File: src/rtl/dhe_pkg.sv
// Shared types and constants for the depth histogram equalizer.
package dhe_pkg;

  localparam int DEPTH_BITS = 16;
  localparam int INT_BITS   = 8;
  localparam int DIV_STEPS  = 8;
  localparam int STEP_BITS  = $clog2(DIV_STEPS);

  typedef struct packed {
    logic [DEPTH_BITS-1:0] depth;
    logic                  frame_end;
  } in_word_t;

  typedef struct packed {
    logic [INT_BITS-1:0] intensity;
    logic                frame_done;
  } out_word_t;

  // Commands from the controller to the datapath.
  typedef struct packed {
    logic accept;
    logic cnt_upd;
    logic map_out;
    logic clr_wr;
    logic idx_clr;
    logic idx_inc;
    logic wk_rd;
    logic wk_acc;
    logic div_step;
    logic wk_wr;
    logic total_clr;
  } cmd_t;

  // Status from the datapath to the controller.
  typedef struct packed {
    logic last;
    logic idx_last;
    logic skip;
    logic div_done;
  } sts_t;

endpackage

File: src/rtl/dhe_ctrl.sv
// Controller state machine: sequences counting, bin walk, mapping and clearing.
module dhe_ctrl (
  input  logic         clk,
  input  logic         rst_n,
  input  logic         start,
  output logic         busy,
  input  dhe_pkg::sts_t sts,
  output dhe_pkg::cmd_t cmd
);
  import dhe_pkg::*;

  localparam logic [2:0] S_CLR  = 3'd0;
  localparam logic [2:0] S_IDLE = 3'd1;
  localparam logic [2:0] S_CNT  = 3'd2;
  localparam logic [2:0] S_MAP  = 3'd3;
  localparam logic [2:0] S_WRD  = 3'd4;
  localparam logic [2:0] S_WACC = 3'd5;
  localparam logic [2:0] S_WDIV = 3'd6;
  localparam logic [2:0] S_WWR  = 3'd7;

  logic [2:0] state_r, state_nxt;
  logic       phase_r, phase_nxt;

  always_comb begin
    state_nxt = state_r;
    phase_nxt = phase_r;
    cmd       = '0;
    case (state_r)
      S_CLR: begin
        cmd.clr_wr = 1'b1;
        if (sts.idx_last) begin
          cmd.idx_clr = 1'b1;
          state_nxt   = S_IDLE;
        end else begin
          cmd.idx_inc = 1'b1;
        end
      end
      S_IDLE: begin
        if (start) begin
          cmd.accept = 1'b1;
          state_nxt  = phase_r ? S_MAP : S_CNT;
        end
      end
      S_CNT: begin
        cmd.cnt_upd = 1'b1;
        if (sts.last) begin
          cmd.idx_clr = 1'b1;
          state_nxt   = S_WRD;
        end else begin
          state_nxt = S_IDLE;
        end
      end
      S_MAP: begin
        cmd.map_out = 1'b1;
        if (sts.last) begin
          cmd.total_clr = 1'b1;
          cmd.idx_clr   = 1'b1;
          phase_nxt     = 1'b0;
          state_nxt     = S_CLR;
        end else begin
          state_nxt = S_IDLE;
        end
      end
      S_WRD: begin
        cmd.wk_rd = 1'b1;
        state_nxt = S_WACC;
      end
      S_WACC: begin
        cmd.wk_acc = 1'b1;
        state_nxt  = sts.skip ? S_WWR : S_WDIV;
      end
      S_WDIV: begin
        cmd.div_step = 1'b1;
        if (sts.div_done) begin
          state_nxt = S_WWR;
        end
      end
      S_WWR: begin
        cmd.wk_wr = 1'b1;
        if (sts.idx_last) begin
          cmd.idx_clr = 1'b1;
          phase_nxt   = 1'b1;
          state_nxt   = S_IDLE;
        end else begin
          cmd.idx_inc = 1'b1;
          state_nxt   = S_WRD;
        end
      end
      default: begin
        state_nxt = S_CLR;
      end
    endcase
  end

  always_ff @(posedge clk) begin
    if (!rst_n) begin
      state_r <= S_CLR;
      phase_r <= 1'b0;
    end else begin
      state_r <= state_nxt;
      phase_r <= phase_nxt;
    end
  end

  assign busy = (state_r != S_IDLE);

`ifndef SYNTH
  a_map_in_phase: assert property (@(posedge clk) disable iff (!rst_n)
    cmd.map_out |-> phase_r)
    else $error("mapping output outside the mapping phase");

  a_cnt_in_phase: assert property (@(posedge clk) disable iff (!rst_n)
    cmd.cnt_upd |-> !phase_r)
    else $error("count update outside the counting phase");

  a_div_holds: assert property (@(posedge clk) disable iff (!rst_n)
    (state_r == S_WDIV && !sts.div_done) |=> (state_r == S_WDIV))
    else $error("division left before its last step");

  a_frame_clears: assert property (@(posedge clk) disable iff (!rst_n)
    (state_r == S_MAP && sts.last) |=> (state_r == S_CLR && !phase_r))
    else $error("end of mapping pass did not start the clearing sweep");
`endif

endmodule

File: config.mk
export PLATFORM = sky130hd
export DESIGN_NAME = dhe_ctrl
export DESIGN_NICKNAME = d
export VERILOG_FILES = /design/src/rtl/dhe_pkg.sv /design/src/rtl/dhe_ctrl.sv
export SDC_FILE = /design/constraint.sdc
export NUM_CORES = 1
export LEC_CHECK = 0
export ABC_AREA = 1
export BUFFER_PORTS_ARGS = -buffer_cell sky130_fd_sc_hd__buf_2
export CAP_MARGIN = 20
export CORE_AREA = 2 2 39 41
export CTS_CLUSTER_DIAMETER = 50
export DETAILED_ROUTE_END_ITERATION = 6
export DIE_AREA = 0 0 41 43
export GPL_TIMING_DRIVEN = 0
export PLACE_DENSITY = 0.57
export SLEW_MARGIN = 10
export SYNTH_ARGS = -nofsm -noshare
export SYNTH_HDL_FRONTEND = slang
export SYNTH_SLANG_ARGS = --single-unit
export TNS_END_PERCENT = 1
File: constraint.sdc
create_clock -name clk -period 1.5 [get_ports clk]
set_clock_uncertainty 0.2 [all_clocks]
set_input_delay 0.225 -clock clk [delete_from_list [all_inputs] [get_ports clk]]
set_output_delay 0.225 -clock clk [all_outputs]
set_load 0.05 [all_outputs]
Word-level counts from Yosys, hierarchy flattened
Index checks and enable logic that the tools add are counted.
W data, S select, Z words.
{"block": "classes", "reduce_logical": 6, "n_eq_ne": 13, "mux": 27}
{"cell": "$pmux W3 S8", "n": 1}
{"cell": "$mux W1", "n": 19}
{"cell": "$mux W3", "n": 5}
{"cell": "$eq A3 B3 Y1 const B", "n": 4}
{"cell": "$ne A2 B2 Y1 const B", "n": 5}
{"cell": "$eq A3 B2 Y1 const B", "n": 2}
{"cell": "$reduce_and A3 Y1", "n": 2}
{"cell": "$pmux W1 S2", "n": 2}
{"cell": "$reduce_or A2 Y1", "n": 2}
{"cell": "$eq A3 B1 Y1 const B", "n": 1}
{"cell": "$logic_not A3 Y1", "n": 1}
{"cell": "$ne A3 B1 Y1 const B", "n": 1}
{"cell": "$reduce_bool A2 Y1", "n": 1}
{"block": "totals", "out_inout_bits": 12, "reg_bits": 4, "in_bits": 7}

Logic depth before layout (Yosys ltp)
Gate-level depths: netlist (run 1).
{"block": "logic_depth", "word_depth": 3, "depth_mapped": 7}

Least setup slack after synthesis (run 1)
No wires, ideal clock.
{"block": "synth_path", "path_type": "flip-flop to output port", "from": "register state_r[1]", "to": "output port cmd[6] (netlist name)", "t_arrival_ns": 1.729, "path_slack_ns": -0.654, "required_time_ns": 1.075, "path_stages_with_launch": 6, "path_cell_list": "dfxtp_1 nor2_1 nand2_1 inv_1 nor2_1 o21ai_1"}
{"item": "start: declaration", "line_no": "dhe_ctrl.sv:21", "rtl": "logic [2:0] state_r, state_nxt;"}
{"item": "start signal: assignment", "line_no": "dhe_ctrl.sv:100", "rtl": "state_r <= state_nxt;"}
{"item": "end: declaration", "line_no": "dhe_ctrl.sv:8", "rtl": "output dhe_pkg::cmd_t cmd"}

==> results by group, run 1 <==
Routing
  – Routed wire length per instance: 9.63 um
  – Post-route ant nets: 0
  – Total routed wirelength: 915 um
  – Drt initial violations: 3
  – Routed length on met1: 372 um
  – Met2 WL: between 500 and 600 um
  – # DRC: 0
  – Met3 wire len: 37 um
  – DR top layer: met3
  – DRT Pass-1 Iters: 4
  – Avg Vias per Cell: 4.52
  – Via Count: about 430

Pwr
  – Switching power: 237 uW
  – Reg power frac: 0.250
  – Logic pwr share: 0.509
  – Cell leakage power: about 0.32 nW
  – Total power: around 530 uW
  – P_int: 298 uW
  – Switching portion of total power: 0.443
  – Clock power share: 0.241
  – Maximum vdd drop: 388 uV
  – Cell area power density: 815 nW/um^2

Worst setup path
  – Crit-path slowest cell: dfxtp_4
  – CP delay by family, top: flip-flops
  – CP Max Fanout: 6
  – Buffers and inverters on the worst path: 2
  – Slowest stage delay, CP: 0.40 ns
  – Worst EP required: 1.07 ns
  – Worst-path cell chain: nor2_4 -> nand2_2 -> clkinvlp_4 -> nor2_4 -> o21ai_4 -> buf_6
  – Critical path endpoint category: output pin
  – Startpoint types: register
  – Data arrival, critical path: 1.22 ns
  – Critical path's most frequent cell: nor2_4
  – Type of the worst setup path: reg2out

Timing
  – Setup Viol. Count Final: 9
  – Setup TNS: -0.636 ns
  – Fin Hold WS: slightly below 0.06 ns
  – Final worst path period share: 1.10
  – Worst relative slew slack: 0.864
  – RSZ-0062 raised after global routing: yes
  – Final setup margin: -0.143 ns
  – Fmax: 609 MHz
  – Max-slew violations: 0
  – Worst slew pin tran: 0.203 ns
  – Hold Violations, Final: 0
  – Tmin final: 1.64 ns

Floorplan
  – Die ar.: 1760 sq um
  – Core area: 1380 sq um
  – Die Wd: roughly 40 um
  – Die span in y: 43 um
  – Initial Util: 0.231
  – Cell Rows: 14
  – Ports: 19

Placed design
  – Placer congestion estimate: 0.706
  – Port bufs: 18
  – HPWL Detailed: between 700 and 800 um
  – Post-Place Worst Slack: -0.0656 ns

Run
  – Max_cap viols: 0

Run status
  – Failing checks: negative setup slack
  – Status: complete, but fails checks

GRT
  – Overflow after GRT: 0
  – GRT Overall Usage: 0.124
  – Vias in the first global route: 407
  – Initial antenna violation count: 0
  – Global-route wire length before repair: 1520 um
  – Largest net degree at the start of global routing: 11

Synth
  – Synthesized cell area: about 320 sq um
  – Register area share after synthesis: 0.250
  – Area contributors post-synth: dfxtp_1, nand2_1, nor2_1, inv_1, nand3_1
  – Synth Register Bits: 4
  – Post-synth EDFFs: 0
  – Syn nets: 62
  – Most used DFF post-synth: dfxtp_1
  – Netlist cell types: 18
  – Synth Warn #: 0
  – Synth area leader: dfxtp_1
  – Top cells by count, synth: nand2_1, nor2_1, inv_1
  – Count leader, synth: nand2_1
  – Yosys top cell area share: 0.250
  – Post-synthesis cell count: 55
  – Ys async rst share: 0
  – Synthesized area per cell: between 5 and 6 sq um

Clock network
  – Clk slew on worst S/H paths: 0.04 ns
  – H-tree Lvls: 1
  – Deepest clock path buffer count: 2
  – CTS tree: built
  – CTS Sinks: 4
  – Num CTS Buffers: 3
  – CTS root buf: clkbuf_4
  – Latest clock arrival within the worst-skew pair: 0.23 ns

Finish
  – Antenna cells: 0
  – Area added between synthesis and finish: 105%
  – Final nets: 88
  – Filler cell count: 143
  – Share of layout cells above drive strength 1: 0.658
  – Fin util: 0.474

Hold path
  – Hold/Removal Path Class: in2reg
[flip-flops by register name (all words and copies together) (netlist names)]
register  flops
state_r       3
phase_r       1
[stage by stage]
| stage | cells | cell area [sq um] |
|---|---|---|
| 3_3_place_gp | 89 | 518 |
| 2_1_floorplan | 55 | 408 |
| 5_1_grt | 95 | 656 |
| 6_report | 95 | 656 |
| 3_5_place_dp | 89 | 518 |
| 4_1_cts | 95 | 644 |
[power by group through the flow]
stage / combinational (mW) / clock [mW] / sequential (mW)
global route: 0.293 / 0.142 / 0.135
CTS: 0.272 / 0.134 / 0.133
detailed placement: 0.234 / 0 / 0.134
finish: 0.272 / 0.129 / 0.134
global placement: 0.232 / 0 / 0.134
floorplan: 0.191 / 0 / 0.132
[logic make-up (layout without fill, tap and decap cells)]
group                  count (synthesis)  count (layout)  share of synthesized area
AND/OR/NAND/NOR                       34              34                      0.496
buffers and inverters                 11              35                      0.141
AO/OA/AOI/OAI                          6               6                      0.113
flip-flops                             4               4                      0.250
[timing repair]
action                     in CTS  in global routing
resized for setup              25                  5
buffers inserted                3                  0
hold buffers                    0                  0
pin swaps                       4                  2
setup endpoints to repair      12                 12
cloned                          0                  0
[cell type report]
type,instances,area [sq um],share of cell area
sequential,4,91.3,0.139
multi-input combinational,40,277,0.422
clock buffer,3,22.5,0.0344
timing repair buffer,21,188,0.286
buffer,1,7.51,0.0115
inverter,10,50.0,0.0763
tap,16,20.0,0.0305
[per-layer routing]
layer  up-vias  global-route usage
met2        10               0.200
met5         -                   0
met1       195               0.154
li1        224                   -
met3         0                   0
met4         0              0.0800
[worst paths after layout]
kind / cells past startpoint / end / from / slack, ns
worst max register to register: 6 / state_r[0]$_SDFFE_PN0P_ / state_r[1]$_SDFFE_PN0P_ / 0.16
worst min register to register: 2 / phase_r$_SDFFE_PN0P_ / phase_r$_SDFFE_PN0P_ / 0.27
worst max-delay path: 6 / cmd[6] / state_r[0]$_SDFFE_PN0P_ / -0.14
worst min-delay path: 3 / state_r[2]$_SDFFE_PN0P_ / rst_n / 0.06
[placed cells by master (no fill, tap or decap), drive strengths merged]
cell type  instances
a21oi              3
buf               22
clkbuf             3
clkinvlp           2
dfxtp              4
inv                8
nand2             14
nand3              6
nand4              1
nor2              12
nor3               1
o211ai             1
o21ai              2
[worst register-to-register path, cell delays in order (launching register included)]
cell and delay, ns:
dfxtp_4 0.41, buf_4 0.13, nand3_1 0.15, nand2_1 0.11, nand2_1 0.05, nor2_1 0.12
a21oi_2 0.06
No activity file was read; power rests on OpenSTA's default activity.
==> run 2: changes to the inputs <==
ABC_AREA = 0   (was 1)
PLACE_DENSITY = 0.6   (was 0.57)
==> results by group, run 2 <==
Routing
  – Total routed wirelength: between 1000 and 1500 um
  – Post-route ant nets: 0
  – Avg Vias per Cell: approximately 5
  – Via Count: 499
  – Routed wire length per instance: 12.7 um
  – Drt initial violations: 2
  – DRT Pass-1 Iters: 5
  – # DRC: 0

Clock network
  – CTS Hold Bufs: 0
  – Latest clock arrival within the worst-skew pair: roughly 0.23 ns
  – CTS tree: built
  – H-tree Lvls: 1
  – CTS root buf: clkbuf_4
  – Clk slew on worst S/H paths: 0.04 ns
  – Num CTS Buffers: 3
  – CTS Sinks: 4
  – Deepest clock path buffer count: 2

Placed design
  – Post-place instance area: between 500 and 600 sq um
  – Placer congestion estimate: around 0.76
  – Port bufs: 18
  – Placed insts: 86
  – HPWL Detailed: between 700 and 800 um

Pwr
  – Clock power share: 0.119
  – Cell area power density: 1470 nW/um^2
  – Reg power frac: 0.130
  – Maximum vdd drop: roughly 800 uV
  – Logic pwr share: 0.751
  – Cell leakage power: 0.346 nW
  – P_int: 574 uW
  – Switching portion of total power: 0.483
  – Total power: 1.11 mW
  – Switching power: 537 uW

Timing
  – Worst relative slew slack: 0.842
  – Fin Hold WS: between 0.06 and 0.07 ns
  – Worst slew pin tran: 0.236 ns
  – Setup Viol. Count Final: 12
  – Fmax: 598 MHz
  – Final setup margin: -0.171 ns
  – RSZ-0062 raised after global routing: yes
  – Setup TNS: -1.19 ns
  – Tmin final: about 1.7 ns
  – Final worst path period share: 1.11
  – Hold Violations, Final: 0
  – Max-slew violations: 0

GRT
  – GRT Overall Usage: 0.170
  – Largest net degree at the start of global routing: 8
  – GR Util met3: 0.0838
  – Overflow after GRT: 0
  – Met2 Track Usage GR: 0.269
  – Initial antenna violation count: 0
  – Grt met1 use: 0.167
  – Global-route wire length before repair: 1960 um
  – Busiest layer in global routing: met2
  – Vias in the first global route: 505

Synth
  – Ys async rst share: 0
  – Main combinational cell family by area after synthesis: simple AND/OR/NAND/NOR gates
  – XOR/XNOR Fraction of Synth Area: 0
  – Yosys top cell area share: 0.230
  – Syn nets: 59
  – Synthesized cell area: about 350 sq um
  – Synth Area in Compound Gates: 0.255
  – Most used DFF post-synth: dfxtp_1
  – Post-Synth Simple-Gate Area: 0.388
  – Top cells by count, synth: nand2_1, nor2_1, dfxtp_1
  – Netlist cell types: 23
  – Synthesized area per cell: 6.69 sq um
  – Post-synthesis cell count: 52
  – Mux contribution to synthesized area: 0
  – Synth area leader: dfxtp_1
  – Synth Register Bits: 4
  – Adder-cell share of the synthesized area: 0
  – Register area share after synthesis: 0.230
  – Area contributors post-synth: dfxtp_1, nand2_1, nor2_1, and3_1, nand3_1
  – Synth Warn #: 0
  – Post-synth EDFFs: 0

Finish
  – Area added between synthesis and finish: 117%
  – Final cell count without fillers: 97
  – Antenna cells: 0
  – Most frequent cells in the layout: buf_6, buf_4, buf_2
  – Commonest non-fill, non-tap cell in the layout: buf_6
  – Post-route design area: 754 sq um
  – Final nets: 90
  – Share of layout cells above drive strength 1: 0.654
  – Max reg flops: 3
  – Reg with most FFs: state_r
  – Top Registers: state_r (3), phase_r (1)

Worst setup path
  – Type of the worst setup path: reg2out
  – Worst EP required: 1.07 ns
  – Critical path endpoint category: output pin
  – Data arrival, critical path: 1.25 ns
  – CP Max Fanout: 6
  – Startpoint types: register

Run status
  – Failing checks: negative setup slack
  – Status: complete, but fails checks

Hold path
  – Hold/Removal Path Class: in2reg

Floorplan
  – Die Wd: 41 um
  – Core area: 1380 sq um
  – Ports: 19
  – Cell Rows: 14
  – Initial Util: 0.251
  – Die span in y: 43 um
  – Die ar.: 1760 sq um

Run
  – Max_cap viols: 0
==> run 2: changes by cell type after synthesis, moves of 2 or more <==
cell | before | now
nor2_2 | 2 | 0
nand3_1 | 5 | 3
o21ai_0 | 1 | 3
and3_1 | 0 | 3
buf_2 | 0 | 2
inv_1 | 8 | 3
nand2_1 | 13 | 8
and2_1 | 0 | 2
inv_2 | 2 | 0
==> run 2: area by class of cell <==
type / instances / area [sq um]
fillers: 129 / 629
multi-input cells: 40 / 312
plain buffers: 5 / 62.6
clock buffers: 3 / 22.5
well taps: 16 / 20.0
flip-flops and latches: 4 / 82.6
inverters: 3 / 18.8
repair buffers: 26 / 236
==> run 2: cells by family (layout without fill, tap and decap cells) <==
logic type             after synthesis  in the layout
and+or+nand+nor                     28             28
buffers and inverters                8             37
DFF                                  4              4
AOI/OAI and AO/OA                   12             12
==> run 2: worst paths after layout <==
check | from | endpoint | slack (ns) | depth (start not counted)
min | rst_n | state_r[1]$_SDFFE_PN0P_ | 0.07 | 2
max | state_r[2]$_SDFFE_PN0P_ | cmd[6] | -0.17 | 6
min reg2reg | phase_r$_SDFFE_PN0P_ | phase_r$_SDFFE_PN0P_ | 0.31 | 2
max reg2reg | state_r[1]$_SDFFE_PN0P_ | state_r[0]$_SDFFE_PN0P_ | -0.11 | 5
==> run 2: stage by stage <==
step	worst slack (ns)	utilization
finish	-0.171	0.545
global route	-0.222	0.545
CTS	-0.163	0.515
detailed placement	-0.300	0.363
global placement	-0.301	0.363
floorplan	-0.347	-
==> run 2: timing repair <==
item                       4_1_cts  5_1_grt
setup buffers                    8        0
pin swaps                        9        0
gates resized for setup         42       12
setup endpoints to repair       13       13
==> run 2: critical path, cell delays in order, from the launching register on <==
cell and delay [ns]:
dfxtp_2 0.32, buf_6 0.14, inv_8 0.05, nand2_4 0.06, nand2_2 0.05, a22o_4 0.24, buf_8 0.14
==> run 2: per-layer routing <==
layer / part of all wire / up-vias
met2: 0.54 / 14
met5: 0 / -
met1: 0.41 / 236
li1: - / 245
met4: 0.018 / 0
met3: 0.032 / 4
==> run 2: power groups by stage <==
stage | registers (mW) | logic (mW) | clock network [mW]
floorplan | 0.144 | 0.483 | 0
global placement | 0.149 | 0.580 | 0
detailed placement | 0.149 | 0.586 | 0
CTS | 0.143 | 0.789 | 0.137
global route | 0.145 | 0.879 | 0.149
finish | 0.144 | 0.834 | 0.132
==> run 3: changes to the inputs <==
GPL_TIMING_DRIVEN = 1   (was 0)
MAX_ROUTING_LAYER = met4   (was not set)
==> results by group, run 3 (synthesized netlist as in run 2, its figures left out) <==
Routing
  – Avg Vias per Cell: 4.98
  – DRT Pass-1 Iters: 4
  – Drt initial violations: 4
  – Post-route ant nets: 0
  – Total routed wirelength: 1380 um
  – Via Count: 488
  – # DRC: 0
  – Routed wire length per instance: 14.1 um

Timing
  – RSZ-0062 raised after global routing: yes
  – Final setup margin: -0.170 ns
  – Worst relative slew slack: 0.824
  – Hold Violations, Final: 0
  – Worst slew pin tran: 0.263 ns
  – Max-slew violations: 0
  – Tmin final: 1.67 ns
  – Setup Viol. Count Final: 12
  – Fmax: roughly 600 MHz
  – Fin Hold WS: 0.0814 ns
  – Final worst path period share: 1.11

Worst setup path
  – Worst EP required: 1.07 ns
  – CP Max Fanout: 6
  – Crit-path slowest cell: dfxtp_4
  – Reg2reg path depth: 5
  – Critical path endpoint category: output pin
  – CP delay by family, top: simple AND/OR/NAND/NOR gates
  – Worst-path cell chain: buf_6 -> nor3_4 -> nor2_2 -> nor2_4 -> buf_6
  – Critical path's most frequent cell: buf_6
  – Slowest stage delay, CP: ~0.36 ns
  – Data arrival, critical path: roughly 1.3 ns
  – Buffers and inverters on the worst path: 2
  – Startpoint types: register
  – CP Depth: 5
  – R2R setup slack: -0.16 ns
  – Type of the worst setup path: reg2out

Clock network
  – CTS Sinks: 4
  – Deepest clock path buffer count: 2
  – Num CTS Buffers: 3
  – CTS root buf: clkbuf_4
  – CTS tree: built
  – H-tree Lvls: 1
  – Latest clock arrival within the worst-skew pair: 0.24 ns
  – Clk slew on worst S/H paths: ~0.04 ns
  – CTS Hold Bufs: 0

Floorplan
  – Core area: 1380 sq um
  – Die ar.: 1760 sq um
  – Initial Util: 0.251
  – Ports: 19
  – Die span in y: 43 um
  – Die Wd: 41 um
  – Cell Rows: 14

GRT
  – Global-route wire length before repair: 1950 um
  – GRT Overall Usage: 0.170
  – Vias in the first global route: 463
  – Overflow after GRT: 0
  – Largest net degree at the start of global routing: 13
  – Initial antenna violation count: 0

Hold path
  – Hold/Removal Path Class: in2reg
  – Hold Path Cell Cnt: 2

Placed design
  – Port bufs: 18
  – Placer congestion estimate: 0.781
  – HPWL Detailed: a little under 900 um
  – Post-Place Worst Slack: -0.0716 ns

Finish
  – Top Registers: state_r (3), phase_r (1)
  – Filler cell count: 131
  – Antenna cells: 0
  – Share of layout cells above drive strength 1: 0.610
  – Final nets: 91
  – Reg with most FFs: state_r
  – Max reg flops: 3
  – Most frequent cells in the layout: buf_4, buf_6, nand2_1
  – Area added between synthesis and finish: 106%

Run
  – Max_cap viols: 0

Pwr
  – Cell leakage power: 0.331 nW
  – Maximum vdd drop: 604 uV
  – Cell area power density: 1510 nW/um^2

Run status
  – Status: complete, but fails checks
  – Failing checks: negative setup slack
[run 3: metrics by stage]
step	TNS (ns)	utilization	power [mW]	cell area, sq um	instances
finish	-1.29	0.518	1.08	717	98
global route	-1.85	0.518	1.14	717	98
CTS	-1.26	0.495	1.06	684	98
detailed placement	-0.197	0.407	0.806	563	93
global placement	-0.285	0.407	0.800	563	93
floorplan	-1.64	-	0.627	393	52
[run 3: layout make-up]
| type | instances | area (sq um) | share of cell area |
|---|---|---|---|
| Sequential cell | 4 | 91.3 | 0.127 |
| Tap cell | 16 | 20.0 | 0.0279 |
| Timing Repair Buffer | 32 | 292 | 0.407 |
| Clock buffer | 3 | 22.5 | 0.0314 |
| Inverter | 3 | 11.3 | 0.0157 |
| Multi-Input combinational cell | 40 | 280 | 0.391 |
[run 3: repair_timing]
item	4_1_cts	5_1_grt
gates resized for setup	29	9
pin swaps	5	3
setup buffers	2	0
setup endpoints to repair	13	13
[run 3: final timing paths]
| kind | from | to |
|---|---|---|
| worst max-delay path | state_r[2]$_SDFFE_PN0P_ | cmd[5] |
| worst min-delay path | rst_n | state_r[2]$_SDFFE_PN0P_ |
| worst max register to register | state_r[2]$_SDFFE_PN0P_ | state_r[0]$_SDFFE_PN0P_ |
| worst min register to register | phase_r$_SDFFE_PN0P_ | phase_r$_SDFFE_PN0P_ |
[run 3: power breakdown]
part | switching, mW | internal, mW | total, mW
Clock | 0.0435 | 0.0895 | 0.133
Combinational | 0.441 | 0.338 | 0.779
Sequential | 0.0344 | 0.136 | 0.170
[run 3: metal layers]
layer	GRT usage	up-vias	wire length, um
li1	-	244	-
met1	0.202	221	509
met2	0.253	17	767
met3	0.0157	6	59
met4	0.120	0	44
met5	-	-	0
